$ cat src/hw/rtl/solar_differential_pump_control_defines.svh
// Assertion helpers for the solar differential pump controller.
`ifndef SOLAR_DIFFERENTIAL_PUMP_CONTROL_DEFINES_SVH
`define SOLAR_DIFFERENTIAL_PUMP_CONTROL_DEFINES_SVH

`define SDPC_ASSERT_CLK(lbl, clk, rst_n, prop, msg) \
  lbl: assert property (@(posedge clk) disable iff (!rst_n) prop) else $error(msg);

`define SDPC_ASSERT(lbl, prop, msg) \
  `SDPC_ASSERT_CLK(lbl, clk_i, rst_ni, prop, msg)

`endif

$ cat src/hw/rtl/sdpc_pkg.sv
package sdpc_pkg;

  localparam int unsigned TempW     = 12;
  localparam int unsigned DiffW     = 11;
  localparam int unsigned MinutesW  = 11;
  localparam int unsigned SecondsW  = 12;
  localparam int unsigned TimeW     = 32;
  localparam int unsigned CfgDataW  = 12;
  localparam int unsigned CfgIdxW   = 3;
  localparam int unsigned IntervalW = 27;
  localparam int unsigned DurationW = 22;

  localparam int unsigned MS_PER_MIN = 60000;
  localparam int unsigned MS_PER_S   = 1000;

  localparam logic signed [TempW-1:0] DISCONNECTED_CODE = -12'sd2032;

  localparam logic [CfgIdxW-1:0] REG_MIN_AIR_TEMP       = 3'd0;
  localparam logic [CfgIdxW-1:0] REG_MAX_SPA_TEMP       = 3'd1;
  localparam logic [CfgIdxW-1:0] REG_DIFF_THRESHOLD     = 3'd2;
  localparam logic [CfgIdxW-1:0] REG_HYSTERESIS         = 3'd3;
  localparam logic [CfgIdxW-1:0] REG_FLUSH_INTERVAL_MIN = 3'd4;
  localparam logic [CfgIdxW-1:0] REG_FLUSH_DURATION_S   = 3'd5;
  localparam logic [CfgIdxW-1:0] REG_MANUAL_MODE        = 3'd6;
  localparam logic [CfgIdxW-1:0] REG_MANUAL_PUMP        = 3'd7;

  localparam logic signed [TempW-1:0] MIN_AIR_TEMP_RST   = 12'sd160;
  localparam logic signed [TempW-1:0] MAX_SPA_TEMP_RST   = 12'sd608;
  localparam logic [DiffW-1:0]        DIFF_THRESHOLD_RST = 11'd64;
  localparam logic [DiffW-1:0]        HYSTERESIS_RST     = 11'd16;
  localparam logic [DurationW-1:0]    FLUSH_DURATION_RST = 22'd60000;

  // Disconnected probe reads as zero.
  function automatic logic signed [TempW-1:0] reading(input logic [TempW-1:0] raw);
    logic signed [TempW-1:0] v;
    v = signed'(raw);
    return (v == DISCONNECTED_CODE) ? '0 : v;
  endfunction

endpackage

$ cat src/hw/rtl/solar_differential_pump_control.sv
// Differential thermostat for a solar spa heater: one transaction per cycle in and out
// while out_stall_i is low. A transaction passes an input register and a result register.
// The whole decision, including the update of pump and flush state, sits in one stage
// between the two, so each transaction sees the state left by the one before.
// Flush interval and duration are scaled to milliseconds when written.

`include "solar_differential_pump_control_defines.svh"

module solar_differential_pump_control (
  input  logic                                 clk_i,
  input  logic                                 rst_ni,
  input  logic                                 cfg_we_i,
  input  logic [sdpc_pkg::CfgIdxW-1:0]         cfg_idx_i,
  input  logic [sdpc_pkg::CfgDataW-1:0]        cfg_data_i,
  input  logic                                 in_valid_i,
  output logic                                 in_stall_o,
  input  logic signed [sdpc_pkg::TempW-1:0]    air_temp_i,
  input  logic signed [sdpc_pkg::TempW-1:0]    spa_temp_i,
  input  logic signed [sdpc_pkg::TempW-1:0]    panel_temp_i,
  input  logic [sdpc_pkg::TimeW-1:0]           now_ms_i,
  output logic                                 out_valid_o,
  input  logic                                 out_stall_i,
  output logic                                 pump_on_o,
  output logic                                 pump_changed_o,
  output logic                                 flushing_o,
  output logic                                 safety_cut_o
);

  localparam int unsigned TW = sdpc_pkg::TempW;
  localparam int unsigned NW = sdpc_pkg::TimeW;

  // configuration
  logic signed [TW-1:0]                  min_air_q, max_spa_q;
  logic [sdpc_pkg::DiffW-1:0]            thr_q, hys_q;
  logic [sdpc_pkg::IntervalW-1:0]        interval_ms_q;
  logic [sdpc_pkg::DurationW-1:0]        duration_ms_q;
  logic                                  manual_mode_q, manual_pump_q;

  always_ff @(posedge clk_i or negedge rst_ni) begin
    if (!rst_ni) begin
      min_air_q     <= sdpc_pkg::MIN_AIR_TEMP_RST;
      max_spa_q     <= sdpc_pkg::MAX_SPA_TEMP_RST;
      thr_q         <= sdpc_pkg::DIFF_THRESHOLD_RST;
      hys_q         <= sdpc_pkg::HYSTERESIS_RST;
      interval_ms_q <= '0;
      duration_ms_q <= sdpc_pkg::FLUSH_DURATION_RST;
      manual_mode_q <= 1'b0;
      manual_pump_q <= 1'b0;
    end else if (cfg_we_i) begin
      case (cfg_idx_i)
        sdpc_pkg::REG_MIN_AIR_TEMP:   min_air_q <= signed'(cfg_data_i[TW-1:0]);
        sdpc_pkg::REG_MAX_SPA_TEMP:   max_spa_q <= signed'(cfg_data_i[TW-1:0]);
        sdpc_pkg::REG_DIFF_THRESHOLD: thr_q <= cfg_data_i[sdpc_pkg::DiffW-1:0];
        sdpc_pkg::REG_HYSTERESIS:     hys_q <= cfg_data_i[sdpc_pkg::DiffW-1:0];
        sdpc_pkg::REG_FLUSH_INTERVAL_MIN: begin
          interval_ms_q <=
            sdpc_pkg::IntervalW'(cfg_data_i[sdpc_pkg::MinutesW-1:0]) *
            sdpc_pkg::IntervalW'(sdpc_pkg::MS_PER_MIN);
        end
        sdpc_pkg::REG_FLUSH_DURATION_S: begin
          duration_ms_q <=
            sdpc_pkg::DurationW'(cfg_data_i[sdpc_pkg::SecondsW-1:0]) *
            sdpc_pkg::DurationW'(sdpc_pkg::MS_PER_S);
        end
        sdpc_pkg::REG_MANUAL_MODE: manual_mode_q <= cfg_data_i[0];
        sdpc_pkg::REG_MANUAL_PUMP: manual_pump_q <= cfg_data_i[0];
        default: ;
      endcase
    end
  end

  // input register
  logic                 s1_valid_q, s1_valid_d;
  logic [TW-1:0]        air_raw_q, spa_raw_q, panel_raw_q;
  logic [NW-1:0]        now_q;
  logic                 out_valid_q, out_valid_d;
  logic                 out_free, adv, in_take;

  assign out_free   = !out_valid_q || !out_stall_i;
  assign adv        = s1_valid_q && out_free;
  assign in_stall_o = s1_valid_q && !out_free;
  assign in_take    = in_valid_i && !in_stall_o;

  always_comb begin
    s1_valid_d = s1_valid_q;
    if (in_take) begin
      s1_valid_d = 1'b1;
    end else if (adv) begin
      s1_valid_d = 1'b0;
    end
    out_valid_d = out_valid_q;
    if (adv) begin
      out_valid_d = 1'b1;
    end else if (!out_stall_i) begin
      out_valid_d = 1'b0;
    end
  end

  always_ff @(posedge clk_i or negedge rst_ni) begin
    if (!rst_ni) begin
      s1_valid_q  <= 1'b0;
      out_valid_q <= 1'b0;
    end else begin
      s1_valid_q  <= s1_valid_d;
      out_valid_q <= out_valid_d;
    end
  end

  always_ff @(posedge clk_i) begin
    if (in_take) begin
      air_raw_q   <= air_temp_i;
      spa_raw_q   <= spa_temp_i;
      panel_raw_q <= panel_temp_i;
      now_q       <= now_ms_i;
    end
  end

  // decision
  logic                 pump_state_q, pump_state_d;
  logic                 flush_active_q, flush_active_d;
  logic                 flushed_before_q, flushed_before_d;
  logic [NW-1:0]        flush_start_q, flush_start_d;
  logic [NW-1:0]        last_flush_q, last_flush_d;
  logic                 cut_d;

  logic signed [TW-1:0] air, spa, panel;
  logic signed [TW+1:0] diff, thr_s, stop_s;
  logic                 warm, heat, flush_eval, flush_start, fa_mid;
  logic [NW-1:0]        fs_mid, since_last, since_start;

  always_comb begin
    air        = sdpc_pkg::reading(air_raw_q);
    spa        = sdpc_pkg::reading(spa_raw_q);
    panel      = sdpc_pkg::reading(panel_raw_q);
    diff       = (TW+2)'(panel) - (TW+2)'(spa);
    thr_s      = signed'((TW+2)'(thr_q));
    stop_s     = thr_s - signed'((TW+2)'(hys_q));
    warm       = air >= min_air_q;
    heat       = (warm && (spa < max_spa_q) && (diff >= thr_s)) ||
                 (pump_state_q && warm && (diff >= stop_s));
    flush_eval = !heat && warm && (interval_ms_q != '0);
    since_last = now_q - last_flush_q;
    flush_start = flush_eval && !flush_active_q &&
                  (!flushed_before_q || (since_last >= NW'(interval_ms_q)));
    fa_mid      = flush_active_q || flush_start;
    fs_mid      = flush_start ? now_q : flush_start_q;
    since_start = now_q - fs_mid;

    pump_state_d     = pump_state_q;
    flush_active_d   = flush_active_q;
    flushed_before_d = flushed_before_q;
    flush_start_d    = flush_start_q;
    last_flush_d     = last_flush_q;
    cut_d            = 1'b0;

    if (manual_mode_q) begin
      pump_state_d = manual_pump_q;
    end else begin
      pump_state_d  = heat;
      flush_start_d = fs_mid;
      if (flush_eval) begin
        flush_active_d = fa_mid;
        if (fa_mid) begin
          if (since_start < NW'(duration_ms_q)) begin
            pump_state_d = 1'b1;
          end else begin
            flush_active_d   = 1'b0;
            last_flush_d     = now_q;
            flushed_before_d = 1'b1;
          end
        end
      end else if (heat) begin
        flush_active_d   = 1'b0;
        last_flush_d     = now_q;
        flushed_before_d = 1'b1;
      end
      if (spa >= max_spa_q) begin
        pump_state_d = 1'b0;
        cut_d        = 1'b1;
      end
    end
  end

  always_ff @(posedge clk_i or negedge rst_ni) begin
    if (!rst_ni) begin
      pump_state_q     <= 1'b0;
      flush_active_q   <= 1'b0;
      flushed_before_q <= 1'b0;
      flush_start_q    <= '0;
      last_flush_q     <= '0;
    end else if (adv) begin
      pump_state_q     <= pump_state_d;
      flush_active_q   <= flush_active_d;
      flushed_before_q <= flushed_before_d;
      flush_start_q    <= flush_start_d;
      last_flush_q     <= last_flush_d;
    end
  end

  // result register
  logic pump_on_q, pump_changed_q, flushing_q, safety_cut_q;

  always_ff @(posedge clk_i) begin
    if (adv) begin
      pump_on_q      <= pump_state_d;
      pump_changed_q <= pump_state_d ^ pump_state_q;
      flushing_q     <= flush_active_d;
      safety_cut_q   <= cut_d;
    end
  end

  assign out_valid_o    = out_valid_q;
  assign pump_on_o      = pump_on_q;
  assign pump_changed_o = pump_changed_q;
  assign flushing_o     = flushing_q;
  assign safety_cut_o   = safety_cut_q;

  `SDPC_ASSERT(a_cut_forces_off, out_valid_q && safety_cut_q |-> !pump_on_q, "cut with pump on")
  `SDPC_ASSERT(a_state_matches_out, out_valid_q |-> pump_state_q == pump_on_q, "pump state mismatch")
  `SDPC_ASSERT(a_stall_needs_item, in_stall_o |-> s1_valid_q && out_valid_q, "stall without item")

endmodule

$ cat config.mk
export PLATFORM = sky130hd
export DESIGN_NAME = solar_differential_pump_control
export DESIGN_NICKNAME = d
export VERILOG_FILES = /design/src/hw/rtl/sdpc_pkg.sv /design/src/hw/rtl/solar_differential_pump_control.sv
export VERILOG_INCLUDE_DIRS = /design/src /design/src/hw/rtl
export SDC_FILE = /design/constraint.sdc
export NUM_CORES = 1
export LEC_CHECK = 0
export BUFFER_PORTS_ARGS = -buffer_cell sky130_fd_sc_hd__buf_4
export CAP_MARGIN = 20
export CORE_ASPECT_RATIO = 0.8
export CORE_UTILIZATION = 62
export CTS_CLUSTER_SIZE = 24
export DETAILED_ROUTE_END_ITERATION = 10
export PLACE_DENSITY_LB_ADDON = 0.3
export SETUP_SLACK_MARGIN = 0.1
export SKIP_CTS_REPAIR_TIMING = 1
export SKIP_LAST_GASP = 1
export SLEW_MARGIN = 20
export SYNTH_ARGS = -nofsm -noshare
export SYNTH_HDL_FRONTEND = slang
export SYNTH_SLANG_ARGS = --single-unit
export TNS_END_PERCENT = 30
$ cat constraint.sdc
create_clock -name clk_i -period 14.62 [get_ports clk_i]
set_clock_uncertainty 0.05 [all_clocks]
set_input_delay 0 -clock clk_i [delete_from_list [all_inputs] [get_ports clk_i]]
set_output_delay 0 -clock clk_i [all_outputs]
set_load 0.005 [all_outputs]
; Word-level counts from Yosys, hierarchy flattened
; Cells that the tools add are included.
[op_classes]
addsub = 4
bitwise = 2
n_mux = 27
n_reduce_logical = 36
eq_ne = 13
mul = 2
order_cmp = 7
[ops]
columns = op, count
row1 = 32-bit 2-to-1 mux, 5
row2 = 32-bit subtractor, 2
row3 = "12-bit == test, second input constant", 3
row4 = 12-bit 2-to-1 mux, 3
row5 = 32-bit by 27-bit greater-or-equal comparator with 1-bit output, 1
row6 = 32-bit by 22-bit < comparator with 1-bit output, 1
row7 = 27-bit nonzero test, 1
row8 = 13-bit by 12-bit greater-or-equal comparator with 1-bit output, 2
row9 = 12-bit greater-or-equal comparator, 2
row10 = "11-bit by 11-bit multiplier with 22-bit output, second input constant", 1
row11 = "12-bit by 7-bit multiplier with 19-bit output, second input constant", 1
row12 = 1-bit 2-to-1 mux, 19
row13 = 2-bit AND reduction, 9
row14 = 12-bit by 12-bit subtractor with 13-bit output, 1
row15 = "3-bit == test, second input constant", 4
row16 = 12-bit < comparator, 1
row17 = 11-bit by 11-bit subtractor with 12-bit output, 1
row18 = 1-bit logical AND, 11
row19 = 1-bit logical NOT, 7
row20 = "3-bit by 2-bit == test with 1-bit output, second input constant", 2
row21 = 5-bit AND reduction, 1
row22 = 1-bit logical OR, 4
row23 = "2-bit by 1-bit != test with 1-bit output, second input constant", 2
row24 = 2-bit nonzero test, 2
row25 = other kinds (5), 5
[totals]
out_inout_bits = 6
register_bits = 230
inputBits = 88

; Depth between registers and ports, before layout
[depth]
word_depth = 20
ltp_mapped = 56

; Worst setup path after synthesis
; Ideal clock, no wire load.
[synth_timing]
path_kind = flip-flop to flip-flop
from = reg now_q[7]
to = reg last_flush_q[10]
path_slack_ps = 4478
arrival_time_ps = 9967
synth_period_minus_slack_ps = 10142
path_buffers = 4
setup_time_ps = 125
stages_incl_launch_ff = 51
t_required_ps = 14445
cell_sequence = edfxtp_1 -> ha_1 -> a211o_1 -> o31a_1 -> nand2_1 -> nand3b_1 -> a21o_1 -> a21o_1 -> a21o_1 -> a21o_1 -> and2_1 -> o21a_1 -> nor2_1 -> xnor2_1 -> ha_1 -> nand4_1 -> nor4_1 -> nand2_1 -> (+15 left out) -> ha_1 -> a21oi_1 -> nor2b_1 -> o21ai_0 -> nand2b_1 -> a21oi_1 -> nor2_1 -> a211oi_1 -> o211ai_1 -> a21oi_1 -> nand4_1 -> nor3b_1 -> and4_1 -> nand4_1 -> o31a_1 -> buf_6 -> buf_6 -> mux2_4
[synth_between]
elab_chain_cells = 9
word_cells_on_any_way = 11
cone_classes = add/sub (2) / order compare (2) / eq/ne (2) / mux (1) / reduce/logical (4)
[synth_lines]
columns = item, line_no
row1 = "start, declared", solar_differential_pump_control.sv:75  ; logic [NW-1:0] now_q;
row2 = "start signal, assigned", solar_differential_pump_control.sv:114  ; now_q <= now_ms_i;
row3 = 32-bit subtractor, solar_differential_pump_control.sv:142  ; since_last = now_q - last_flush_q;
row4 = 32-bit by 27-bit greater-or-equal comparator with 1-bit output, solar_differential_pump_control.sv:144  ; (!flushed_before_q || (since_last >= NW'(interval_ms_q)));
row5 = 1-bit logical OR, solar_differential_pump_control.sv:144
row6 = 1-bit logical AND, solar_differential_pump_control.sv:143  ; flush_start = flush_eval && !flush_active_q &&
row7 = 32-bit 2-to-1 mux, solar_differential_pump_control.sv:146  ; fs_mid = flush_start ? now_q : flush_start_q;
row8 = 32-bit subtractor, solar_differential_pump_control.sv:147  ; since_start = now_q - fs_mid;
row9 = 32-bit by 22-bit < comparator with 1-bit output, solar_differential_pump_control.sv:164  ; if (since_start < NW'(duration_ms_q)) begin
row10 = 2-bit != test (no line), n/a
row11 = 5-bit AND reduction (no line) *, n/a
row12 = "end signal, assigned", solar_differential_pump_control.sv:196  ; last_flush_q <= last_flush_d;
row13 = "end, declared", solar_differential_pump_control.sv:123  ; logic [NW-1:0] last_flush_q, last_flush_d;
; Mark *: on every way between the ends. The rest lies on a longest branch, timed or not.
; A chain may end at the register's enable or synchronous reset.

; Worst setup path in the final report
[layout_timing]
from = reg now_q[0]
to = reg last_flush_q[2]
; The elaborated chain is that of the path after synthesis.

==> flow_metrics.tcl <==
set metrics [dict create \
    status "finished clean" \
    finalHoldViolCount 0 \
    clk_path_buf_depth 3 \
    die_h_microns 162 \
    synth_edf_count 72 \
    core_sq_mm 0.0314 \
    drt-pass1-iter-count 5 \
    routed_wirelength_microns 53600 \
    final_cell_area_sq_mm 0.0226 \
    cts_tree "built" \
    critical-path-max-stage-delay_ns 0.75 \
    ctsRootBufferMaster "clkbuf_16" \
    wire_per_inst_microns 20.1 \
    area_growth_pct 14.4 \
    clock_sinks 230 \
    worstSetupStartpointType "flop" \
    rsz0062_at_grt "false" \
    drive_gt1_share_pct 12.0 \
    synthesis.nets 2492 \
    diodes 0 \
    drc 0 \
    cts_buffers 25 \
    portBuffers 93 \
    report.final.slew_viol_count 0 \
    via_per_inst 5.99 \
    worst-path-max-fanout 33 \
    yosysWarnings 0 \
    synthTopCellsByArea "dfrtp_1 (18%), ha_1 (17%), edfxtp_1 (11%), fa_1 (6.9%), inv_1 (5.1%)" \
    cp_slowest_cell "a211oi_4" \
    ant_nets 0 \
    grt_pass1_wl_microns 81400 \
    grt_use_total_pct 32.1 \
    grt_max_degree 96 \
    post-route-min-period_ns 11.69 \
    synth_top_area_cell "dfrtp_1" \
    clk_pin_slew_ns 0.07 \
    tightest_slew_ns 0.963 \
    grt_pass1_vias 15000 \
    setup_slack_ns 2.93 \
    leakage_nw 10.5 \
    hpwl_microns 40100 \
    synth_seq_cells 230 \
    setup_violations 0 \
    nNetsFinal 2648 \
    layout_common_cells "ha_1 (269), inv_1 (268), o21ai_0 (144), dfrtp_1 (144), nand2_1 (143)" \
    drtIter0Drc 1270 \
    die_w_microns 201 \
    relSlewSlack_pct 35.8 \
    dpl_cell_area_sq_mm 0.0208 \
    final.setup.tns_ns 0 \
    utilization_pct 72.0 \
    crit_required_ns 15.00 \
    synthArstFlopShare_pct 68.7 \
    p_total_mw 4.67 \
    htree_levels 1 \
    crit_type "flop to flop" \
    p_per_area_mw_per_mm2 207 \
    syn_inst 2067 \
    antenna_found_initial 0 \
    dieArea_sq_mm 0.0325 \
    clock_latency_ns 0.55 \
    grt_overflow_total 0 \
    ys_seq_area_share_pct 31.1 \
    io_pins 94 \
    yosysTopAreaCellShare_pct 18.3 \
    ys.flop_type "dfrtp_1" \
    vias 15900 \
    ys_types 82 \
    layout_commonest_cell "ha_1" \
    place_congestion 0.986 \
    cp-end-kind "flop" \
    crit_arrival_ns 12.07 \
    max_cap_violations 0 \
    peakVddDrop_v 0.000116 \
    holdCritPathClass "input pin to async pin" \
    avgSynthCellArea_sq_um 9.54 \
    start_util_pct 62.9 \
    dp_slack_ns 3.19 \
    fin_crit_sh_pct 80.0 \
    fmax_mhz 85.5 \
    rows 58 \
    syn_area_sq_mm 0.0197 \
]
[cells in the mapped netlist (30+ instances only)]
cell type and n:
inv_1 268, nor2_1 100, mux2_2 54, o21bai_1 31
fa_1 68, mux2i_1 37, a21o_1 50, nand4_1 39
nand2_1 143, xor2_1 31, clkbuf_1 71, edfxtp_1 72
xnor2_1 67, o21ai_0 144, dfrtp_1 144, a21oi_1 128
ha_1 269, nand3_1 30
[stage by stage]
| stage | instances | hold slack, ns |
|---|---|---|
| 4_1_cts | 2565 | -0.470 |
| 6_report | 2662 | 0.0478 |
| 5_1_grt | 2662 | 0.107 |
| 3_3_place_gp | 2519 | 0.0990 |
| 3_5_place_dp | 2519 | 0.107 |
| 2_1_floorplan | 2067 | -0.346 |
[registers in the layout (all words and copies together), names as in the netlist, 11 cells and up]
register,count
duration_ms_q,19
hys_q,11
max_spa_q,12
air_raw_q,12
thr_q,11
interval_ms_q,22
spa_raw_q,12
last_flush_q,32
flush_start_q,32
min_air_q,12
now_q,32
panel_raw_q,12
[layout make-up]
cell class	instances	area, sq um
Sequential cell	230	6130
Fill cell	2279	8790
Timing Repair Buffer	208	1810
Tap cell	420	526
Inverter	268	1010
Clock buffer	39	728
Multi-Input combinational cell	1490	12300
Clock inverter	7	65.1
[worst max-delay path: cells and delay by family, from the launching register on]
family | cells | cell delay, ns
flip-flops | 1 | 0.42
adder cells (fa/ha/maj) | 5 | 1.31
multiplexers | 2 | 0.62
AO/OA/AOI/OAI | 20 | 4.87
XOR/XNOR | 2 | 0.28
buffers and inverters | 3 | 1.09
AND/OR/NAND/NOR | 15 | 2.88
[report_power, final]
group          internal [mW]  total (mW)  leakage (nW)  switching, mW
sequential             0.862       0.988          2.58          0.126
combinational           1.31        3.05          7.58           1.74
clock                  0.359       0.628         0.388          0.269
total                   2.53        4.67          10.5           2.14
[layer usage]
| layer | GRT usage, % | wire length (microns) |
|---|---|---|
| met5 | 0 | 0 |
| met4 | 8.06 | 1270 |
| met3 | 5.99 | 4530 |
| met2 | 48.7 | 23500 |
| met1 | 47.2 | 24300 |
[worst paths after layout]
path / startpoint / to / slack (ns) / cells past startpoint
worst max-delay path: now_q[0]$_DFFE_PP_ / last_flush_q[2]$_DFFE_PN0P_ / 2.93 / 47
worst min-delay path: rst_ni / interval_ms_q[26]$_DFFE_PN0P_ / 0.05 / 2
worst max register to register: now_q[0]$_DFFE_PP_ / last_flush_q[2]$_DFFE_PN0P_ / 2.93 / 47
worst min register to register: duration_ms_q[12]$_DFFE_PN0P_ / duration_ms_q[12]$_DFFE_PN0P_ / 0.43 / 2
max in group asynchronous: rst_ni / hys_q[2]$_DFFE_PN0P_ / 12.99 / 3
min in group clk_i: spa_temp_i[7] / spa_raw_q[7]$_DFFE_PP_ / 0.11 / 2
[logic make-up after synthesis]
| kind of cell | share of synthesized area (%) |
|---|---|
| AND/OR/NAND/NOR | 11.4 |
| buffers and inverters | 6.79 |
| adder cells (fa/ha/maj) | 24.0 |
| multiplexers | 7.26 |
| AO/OA/AOI/OAI | 15.1 |
| XOR/XNOR | 4.35 |
| flip-flops | 31.1 |
No activity file was read; power rests on OpenSTA's default activity.
